==> config.mk <==
export PLATFORM = sky130hd
export DESIGN_NAME = debounce_short_long_press
export DESIGN_NICKNAME = d
export VERILOG_FILES = /design/src/rtl/dslp_pkg.sv /design/src/rtl/debounce_short_long_press.sv
export VERILOG_INCLUDE_DIRS = /design/src /design/src/rtl
export SDC_FILE = /design/constraint.sdc
export NUM_CORES = 1
export LEC_CHECK = 0
export BUFFER_PORTS_ARGS = -buffer_cell sky130_fd_sc_hd__clkbuf_2
export CELL_PAD_IN_SITES_DETAIL_PLACEMENT = 0
export CELL_PAD_IN_SITES_GLOBAL_PLACEMENT = 1
export CORE_MARGIN = 4
export CORE_UTILIZATION = 49
export CTS_CLUSTER_DIAMETER = 60
export DETAILED_ROUTE_END_ITERATION = 7
export MAX_ROUTING_LAYER = met4
export PLACE_DENSITY_LB_ADDON = 0.1
export SYNTH_ARGS = -nofsm -noshare
export SYNTH_HDL_FRONTEND = slang
export SYNTH_SLANG_ARGS = --single-unit
==> constraint.sdc <==
create_clock -name clock -period 7.61 [get_ports clock]
set_input_delay 1.1415 -clock clock [delete_from_list [all_inputs] [get_ports clock]]
set_output_delay 1.1415 -clock clock [all_outputs]
set_load 0.005 [all_outputs]
==> src/rtl/debounce_short_long_press_macros.svh <==
`ifndef DEBOUNCE_SHORT_LONG_PRESS_MACROS_SVH
`define DEBOUNCE_SHORT_LONG_PRESS_MACROS_SVH

// same-cycle implication, disabled during reset
`define DSLP_ASSERT_SAME(label, clk, rst, ante, cons, msg) \
   label: assert property (@(posedge clk) disable iff (rst) (ante) |-> (cons)) \
      else $error(msg);

// next-cycle implication, disabled during reset
`define DSLP_ASSERT_NEXT(label, clk, rst, ante, cons, msg) \
   label: assert property (@(posedge clk) disable iff (rst) (ante) |=> (cons)) \
      else $error(msg);

`endif

==> src/rtl/dslp_pkg.sv <==
`default_nettype none

package dslp_pkg;

   localparam int BUTTONS_W = 6;
   localparam int CODE_W    = 3;
   localparam int TICKS_W   = 16;
   localparam int CSR_IDX_W = 2;

   localparam logic [TICKS_W-1:0] DEBOUNCE_TICKS_RESET = 16'd50;
   localparam logic [TICKS_W-1:0] LONG_TICKS_RESET     = 16'd1000;
   localparam logic [TICKS_W-1:0] TICKS_MAX            = 16'hFFFF;

   localparam logic [CSR_IDX_W-1:0] CSR_DEBOUNCE_TICKS = 2'd0;
   localparam logic [CSR_IDX_W-1:0] CSR_LONG_TICKS     = 2'd1;

   localparam logic [CODE_W-1:0] KEY_NONE   = 3'd0;
   localparam logic [CODE_W-1:0] KEY_UP     = 3'd1;
   localparam logic [CODE_W-1:0] KEY_RIGHT  = 3'd2;
   localparam logic [CODE_W-1:0] KEY_LEFT   = 3'd3;
   localparam logic [CODE_W-1:0] KEY_DOWN   = 3'd4;
   localparam logic [CODE_W-1:0] KEY_CENTER = 3'd5;
   localparam logic [CODE_W-1:0] KEY_BLUE   = 3'd6;

   typedef struct packed {
      logic              valid;
      logic [CODE_W-1:0] key_code;
      logic              long_press;
   } event_type;

   // highest priority rising edge
   function automatic logic [CODE_W-1:0] pick_edge(input logic [BUTTONS_W-1:0] edges);
      logic [CODE_W-1:0] code;
      begin
         if (edges[4]) code = KEY_CENTER;
         else if (edges[3]) code = KEY_DOWN;
         else if (edges[5]) code = KEY_BLUE;
         else if (edges[2]) code = KEY_LEFT;
         else if (edges[1]) code = KEY_RIGHT;
         else if (edges[0]) code = KEY_UP;
         else code = KEY_NONE;
         return code;
      end
   endfunction

endpackage

`default_nettype wire

==> src/rtl/debounce_short_long_press.sv <==
//  channel | direction | handshake            | payload
//  req     | in        | req_valid, req_stall | req_buttons[5:0]
//  rsp     | out       | rsp_valid, rsp_stall | rsp_key_code[2:0], rsp_long_press
//  csr     | in        | csr_write_enable     | csr_index[1:0], csr_write_data[15:0]
//
//  one tick per cycle while req_stall is low: a transaction is taken in each such cycle
//  and its event, if any, is registered in the output register, or in the skid register
//  if the output is stalled; a skid register holds one event while rsp_stall is high;
//  req_stall rises only when the skid register is full
//  reset is synchronous, active high, and restores the register defaults
`default_nettype none

`include "debounce_short_long_press_macros.svh"

module debounce_short_long_press (
   input  wire logic                                clock,
   input  wire logic                                reset,
   input  wire logic                                req_valid,
   output logic                                     req_stall,
   input  wire logic [dslp_pkg::BUTTONS_W-1:0]      req_buttons,
   output logic                                     rsp_valid,
   input  wire logic                                rsp_stall,
   output logic [dslp_pkg::CODE_W-1:0]              rsp_key_code,
   output logic                                     rsp_long_press,
   input  wire logic                                csr_write_enable,
   input  wire logic [dslp_pkg::CSR_IDX_W-1:0]      csr_index,
   input  wire logic [dslp_pkg::TICKS_W-1:0]        csr_write_data
);

   import dslp_pkg::*;

   logic [TICKS_W-1:0]   debounce_ticks_ff, debounce_ticks_in;
   logic [TICKS_W-1:0]   long_ticks_ff, long_ticks_in;
   logic [BUTTONS_W-1:0] prev_levels_ff, prev_levels_in;
   logic [CODE_W-1:0]    selected_ff, selected_in;
   logic [TICKS_W-1:0]   debounce_count_ff, debounce_count_in;
   logic [TICKS_W-1:0]   hold_count_ff, hold_count_in;
   logic                 long_reached_ff, long_reached_in;
   event_type            out_ff, out_in;
   event_type            skid_ff, skid_in;

   logic                 accept;
   logic [BUTTONS_W-1:0] edges;
   logic [CODE_W-1:0]    edge_code;
   logic [TICKS_W-1:0]   hold_next;
   logic [TICKS_W-1:0]   debounce_next;
   logic [TICKS_W-1:0]   period;
   logic [CODE_W-1:0]    sel_bit;
   logic                 long_next;
   event_type            result;
   logic                 out_free;

   assign req_stall      = skid_ff.valid;
   assign accept         = req_valid && !req_stall;
   assign rsp_valid      = out_ff.valid;
   assign rsp_key_code   = out_ff.key_code;
   assign rsp_long_press = out_ff.long_press;

   assign edges     = req_buttons & ~prev_levels_ff;
   assign edge_code = pick_edge(edges);
   assign period    = (debounce_ticks_ff == '0) ? TICKS_W'(1) : debounce_ticks_ff;
   assign hold_next = (hold_count_ff == TICKS_MAX) ? hold_count_ff
                                                   : hold_count_ff + TICKS_W'(1);
   assign long_next = long_reached_ff || (hold_next >= long_ticks_ff);
   assign debounce_next = debounce_count_ff + TICKS_W'(1);
   assign sel_bit   = selected_ff - CODE_W'(1);

   always_comb begin
      debounce_ticks_in = debounce_ticks_ff;
      long_ticks_in     = long_ticks_ff;
      if (csr_write_enable) begin
         case (csr_index)
            CSR_DEBOUNCE_TICKS: debounce_ticks_in = csr_write_data;
            CSR_LONG_TICKS:     long_ticks_in     = csr_write_data;
            default: ;
         endcase
      end
   end

   // tick processing
   always_comb begin
      prev_levels_in    = prev_levels_ff;
      selected_in       = selected_ff;
      debounce_count_in = debounce_count_ff;
      hold_count_in     = hold_count_ff;
      long_reached_in   = long_reached_ff;
      result            = '0;
      if (accept) begin
         prev_levels_in = req_buttons;
         if (edge_code != KEY_NONE) begin
            selected_in       = edge_code;
            debounce_count_in = '0;
            hold_count_in     = '0;
            long_reached_in   = 1'b0;
         end else if (selected_ff != KEY_NONE) begin
            hold_count_in     = hold_next;
            long_reached_in   = long_next;
            debounce_count_in = debounce_next;
            if (debounce_next >= period) begin
               debounce_count_in = '0;
               if (!req_buttons[sel_bit]) begin
                  result.valid      = 1'b1;
                  result.key_code   = selected_ff;
                  result.long_press = long_next;
                  selected_in       = KEY_NONE;
                  hold_count_in     = '0;
                  long_reached_in   = 1'b0;
               end
            end
         end
      end
   end

   // output register and skid
   assign out_free = !out_ff.valid || !rsp_stall;

   always_comb begin
      out_in  = out_ff;
      skid_in = skid_ff;
      if (skid_ff.valid) begin
         if (!rsp_stall) begin
            out_in        = skid_ff;
            skid_in.valid = 1'b0;
         end
      end else if (out_free) begin
         out_in = result;
      end else if (result.valid) begin
         skid_in = result;
      end
   end

   always_ff @(posedge clock) begin
      if (reset) begin
         debounce_ticks_ff <= DEBOUNCE_TICKS_RESET;
         long_ticks_ff     <= LONG_TICKS_RESET;
         prev_levels_ff    <= '0;
         selected_ff       <= KEY_NONE;
         debounce_count_ff <= '0;
         hold_count_ff     <= '0;
         long_reached_ff   <= 1'b0;
         out_ff            <= '0;
         skid_ff           <= '0;
      end else begin
         debounce_ticks_ff <= debounce_ticks_in;
         long_ticks_ff     <= long_ticks_in;
         prev_levels_ff    <= prev_levels_in;
         selected_ff       <= selected_in;
         debounce_count_ff <= debounce_count_in;
         hold_count_ff     <= hold_count_in;
         long_reached_ff   <= long_reached_in;
         out_ff            <= out_in;
         skid_ff           <= skid_in;
      end
   end

   `DSLP_ASSERT_SAME(a_skid_behind_out, clock, reset, skid_ff.valid, out_ff.valid,
      "skid holds an event while output register is empty")
   `DSLP_ASSERT_SAME(a_idle_counters, clock, reset, selected_ff == KEY_NONE,
      debounce_count_ff == '0 && hold_count_ff == '0 && !long_reached_ff,
      "counters running with no button selected")
   `DSLP_ASSERT_SAME(a_code_range, clock, reset, out_ff.valid,
      out_ff.key_code != KEY_NONE && out_ff.key_code <= KEY_BLUE,
      "event with invalid key code")
   `DSLP_ASSERT_NEXT(a_skid_drain, clock, reset, skid_ff.valid && !rsp_stall,
      out_ff.valid && !skid_ff.valid, "skid event not moved to output register")

endmodule

`default_nettype wire
---- Word-level counts from Yosys, hierarchy flattened ----
Index checks and enable logic that the tools add are counted.
Widths: inputs -> output; s select.
storage, ports and cells
  bits of input ports ..................... 29
  register bits ........................... 84
  word-level logic and storage cells ...... 83
  output and inout port bits .............. 6
operators by class
  muxes and demuxes ....................... 37
  magnitude comparators ................... 3
  reduce and logical (&&, ||, !) cells .... 19
  bitwise operators ....................... 4
  equal/unequal tests ..................... 4
  add/subtract/negate cells ............... 3
operator list
  operator               number
  $mux 16                9
  $mux 5                 10
  $add 16x1->16 const B  2
  $ge 16x16->1           2
  $mux 3                 7
  $eq 16x16->1 const B   1
  $logic_not 16->1       1
  $mux 1                 8
  $reduce_and 2->1       4
  $and 6x6->6            1
  $not 6->6              1
  $reduce_bool 2->1      3
  $reduce_bool 3->1      2
  $lt 3x4->1 const B     1
  $mux 2                 2
  $ne 2x2->1 const B     2
  $reduce_and 4->1       1
  $bmux 1 s3             1
  $logic_not 1->1        3
  $reduce_and 3->1       1
  $sub 3x1->3 const B    1
  $eq 2x1->1 const B     1
  $logic_not 2->1        1
  $logic_or 1x1->1       2
  other kinds (2)        3

---- Longest topological paths before layout ----
  word-level depth ........................ 14
  depth in mapped cells ................... 15
  depth with buffers taken out ............ 12

---- Worst setup path before layout ----
OpenSTA, ideal clock, no wires.
  path type ............................... register -> register
  start point ............................. register debounce_count_ff[2]
  end point ............................... register hold_count_ff[5]
  buffers on the path ..................... 1
  stages on the path, launching flop included .. 13
  slack ................................... 4228 ps
  arrival ................................. 3265 ps
  data required time ...................... 7493 ps
  clock period less this slack ............ 3382 ps
  setup time .............................. 117 ps
  path through ............................ dfxtp_1 nand2_1 or3_1 nor4_1 xor2_1 ha_1 nand4_1 nor4_1 a22oi_1 a21oi_1 clkbuf_1 o31ai_1 a22o_1
between the ends
  cells in the longest elaborated chain, start to end .. 5
ends and longest elaborated chain
  what                      line                              text
  start: declaration        debounce_short_long_press.sv:36   logic [TICKS_W-1:0] debounce_count_ff, debounce_count_in;
  start signal: assignment  debounce_short_long_press.sv:148  debounce_count_ff <= debounce_count_in;
  $add 16x1->16             debounce_short_long_press.sv:65   assign debounce_next = debounce_count_ff + TICKS_W'(1);
  $ge 16x16->1              debounce_short_long_press.sv:99   if (debounce_next >= period) begin
  $mux 16                   debounce_short_long_press.sv:99
  $mux 16                   debounce_short_long_press.sv:95   end else if (selected_ff != KEY_NONE) begin
  $mux 16                   debounce_short_long_press.sv:90   if (edge_code != KEY_NONE) begin
  end signal: assignment    debounce_short_long_press.sv:149  hold_count_ff <= hold_count_in;
  end: declaration          debounce_short_long_press.sv:37   logic [TICKS_W-1:0] hold_count_ff, hold_count_in;
Every way passes these cells. The select of a mux whose other input is x is not followed.
A chain may end at the register's enable or synchronous reset.

---- Final worst setup path ----
  start point ............................. register debounce_count_ff[0]
  end point ............................... register debounce_count_ff[15]
between the ends
  cells in the longest elaborated chain, start to end .. 5
ends and longest elaborated chain
  what               line
  $add 16x1->16 (*)  debounce_short_long_press.sv:65
  $ge 16x16->1       debounce_short_long_press.sv:99
  $mux 16 (*)        debounce_short_long_press.sv:99
  $mux 16 (*)        debounce_short_long_press.sv:95
  $mux 16 (*)        debounce_short_long_press.sv:90
Mark *: on every way between the ends. The rest lies on a longest branch, timed or not. The select of a mux whose other input is x is not followed.

==> summary.md <==
| Metric | Value |
|---|---|
| Sequential Power Share | `52.7%` |
| Number of synthesized flops with an enable pin | `0` |
| # rows | `35` |
| RSZ-0062 raised after global routing | `false` |
| Multi-input logic area | `2910 µm²` |
| Postcts setup bufs | `0` |
| Post-synth net total | `664` |
| First-pass GRT wire length | `20000 µm` |
| GRT Total Usage | `22.0%` |
| Die Wd | `107 µm` |
| Slew HR | `25.7%` |
| Worst Skew | `12.5 ps` |
| Die ar. | `11500 µm²` |
| CTS max path bufs | `2` |
| Clock tree from TritonCTS | `done` |
| Startpoint Class | `register` |
| Req. time, crit path | `7890 ps` |
| Crit-path max FO | `15` |
| Mapped cell area | `4830 µm²` |
| Achievable frequency | `243 MHz` |
| Non-filler instance count after layout | `753` |
| Critical path buffers and inverters | `0` |
| Synth warn | `0` |
| Io pins | `35` |
| Largest cells by area after synthesis | `dfxtp_1 35%, ha_1 9.3%, nand2_1 8.2%` |
| GRT Residual Overflow | `0` |
| Final antenna-violating net count | `0` |
| Crit. End Element | `register` |
| Initial DRC count | `233` |
| Port bufs | `34` |
| Fill cell count | `913` |
| Seq/Total Area, Yosys | `34.8%` |
| TritonRoute pass-1 iters | `4` |
| Initial antenna violation count | `0` |
| Netlist cell types | `59` |
| Mapped Cells | `599` |
| Power per cell area | `164 nW/µm²` |
| Period minus WS final | `4110 ps` |
| Post-synth top area share | `34.8%` |
| Cells resized by post-CTS repair | `0` |
| Status | `finished clean` |
| Comb pwr share | `8.5%` |
| Psw | `0.232 mW` |
| Worst skew pair latency | `360 ps` |
| Clock power share | `38.9%` |
| DR DRC count | `0` |
| Most used cell, CP | `nand3_1` |
| Ant diodes | `0` |
| Top FF cell, synth | `dfxtp_1` |
| Drt wl/cell | `15.5 µm` |
| Final Slew Violations | `0` |
| Final worst-path cycle share | `54.0%` |
| Die Span Y | `107 µm` |
| Area grow syn2layout | `9.17%` |
| Switching fraction of total power | `26.8%` |
| Total power | `0.865 mW` |
| Initial core utilization | `51.3%` |
| Routed vias | `4252` |
| Worst setup path class | `reg -> reg` |
| Max VDD drop | `0.0949 mV` |
| Storage element area | `1680 µm²` |
| Final net count | `684` |
| Tightest Pin Transition | `1110 ps` |
| CTS hold repair buffers | `0` |
| Leakage Power | `2.23 nW` |
| # H-tree levels | `3` |
| Critical Path AT | `4390 ps` |
| Worst Hold Class | `reg -> reg` |
| Async set-or-reset flop fraction in the synthesized netlist | `0%` |
| CP cell instances | `ha_1 -> nand3_1 -> nor3_1 -> nand3_1 -> xnor2_1 -> ha_1 -> nand4_1 -> nor2_1 -> a22oi_1 -> nand3_1 -> or2_2 -> a31oi_1` |
| Vias per inst | `5.65` |
| Crit path largest cell delay | `660 ps` |
| Share of cells above drive strength 1 | `10.9%` |
| Clk slew on worst S/H paths | `90 ps` |
| Hpwl dp | `8790 µm` |
| Maxcap violations | `0` |
| Core ar. | `9420 µm²` |
| Most common cell in the netlist | `nand2_1` |
| Crit-path slowest cell | `a22oi_1` |
| Placed Cells | `737` |
| RePlAce Congestion | `0.854` |
| #FFs+latches synth | `84` |
| Vias in the first global route | `4174` |
| Cell internal pwr | `0.633 mW` |
| Final Hold Fails | `0` |
| Delay-heaviest family, CP | `simple AND/OR/NAND/NOR gates` |
| Synth top cells by count | `106 x nand2_1, 84 x dfxtp_1, 51 x a21oi_1` |
| Setup violations, final | `0` |
| Setup_tns | `0 ps` |
| Clock buffer count from CTS | `9` |
| Post-Syn Area per Cell | `8.07 µm²` |
| Worst hold margin | `456 ps` |
| Post-synth top area cell | `dfxtp_1` |
| CTS root buffer | `clkbuf_8` |
| Total Wirelength | `11700 µm` |
| Largest net degree at the start of global routing | `50` |
| Clock sink count | `84` |
-- worst min-delay path, stage by stage, from the launching register on --
cell	delay (ps)
dfxtp_1	320
nand2_1	50
a21oi_1	50
-- flip-flops by register name, summed over array words and instances (netlist names) --
signal	cells
prev_levels_ff	6
skid_ff	4
long_reached_ff	1
debounce_count_ff	16
selected_ff	3
rsp_long_press	1
hold_count_ff	16
rsp_valid	1
rsp_key_code	3
req_stall	1
debounce_ticks_ff	16
long_ticks_ff	16
-- cells in the final DEF (no fill, tap or decap), drive strengths merged, types with 4 or more instances in the layout --
master,Yosys,layout
a31oi,10,10
o21ai,16,16
mux2i,4,4
nor4b,4,4
o21a,4,4
ha,36,36
o31ai,10,10
a22o,8,8
clkbuf,20,43
a211oi,4,4
a21o,17,17
nor3b,5,5
nor4,14,14
nand4,12,12
nand2,106,106
a21oi,51,51
and3,7,7
nor2b,5,5
dfxtp,84,84
o211ai,10,10
nor2,27,27
nor3,12,12
nand3,19,19
xnor2,18,18
inv,35,38
xor2,7,7
nand2b,14,14
-- final timing paths --
path / from / endpoint / slack, ps / depth (start not counted)
worst max-delay path: debounce_count_ff[0] / debounce_count_ff[15] / 3500 / 12
worst min-delay path: prev_levels_ff[1] / prev_levels_ff[1] / 460 / 2
worst max register to register: debounce_count_ff[0] / debounce_count_ff[15] / 3500 / 12
worst min register to register: prev_levels_ff[1] / prev_levels_ff[1] / 460 / 2
-- cell families (layout without fill, tap and decap cells) --
group	count (synthesis)	in the layout	share of synthesized area [%]
xor gates and xnor gates	25	25	4.53
muxes	8	8	1.99
DFF	84	84	34.8
and+or+nand+nor	238	238	24.5
adders and majority gates	36	36	9.32
AOI/OAI and AO/OA	145	145	19.7
buffers and inverters	63	88	5.15
-- through the flow --
step	instance area (µm²)	utilization [%]	worst slack, ps
finish	5280	56.0	3500
global route	5280	56.0	3010
CTS	5280	56.0	3510
detailed placement	5070	53.8	3470
global placement	5070	53.8	3560
floorplan	4830	-	4230
-- cell type report --
type / instances / share of cell area, %
clock buffer: 9 / 2.35
clock inverter: 7 / 1.54
inverter: 36 / 2.56
multi-input combinational: 452 / 55.1
sequential: 84 / 31.9
tap: 129 / 3.06
timing repair buffer: 36 / 3.51
-- metal layers --
metal	up-vias	share of wire (%)	track usage, %
met1	1995	48	28.5
li1	2170	-	-
met2	73	47	35.9
met5	-	0	-
met3	14	2.9	2.82
met4	0	1.5	6.94
-- power by group through the flow --
stage | sequential [mW] | clock (mW) | combinational, mW
after floorplan | 0.463 | 0 | 0.0510
after global placement | 0.466 | 0 | 0.0718
after detailed placement | 0.466 | 0 | 0.0734
after CTS | 0.456 | 0.346 | 0.0737
after global routing | 0.457 | 0.360 | 0.0838
final | 0.456 | 0.336 | 0.0731
No activity file was read; power rests on OpenSTA's default activity.
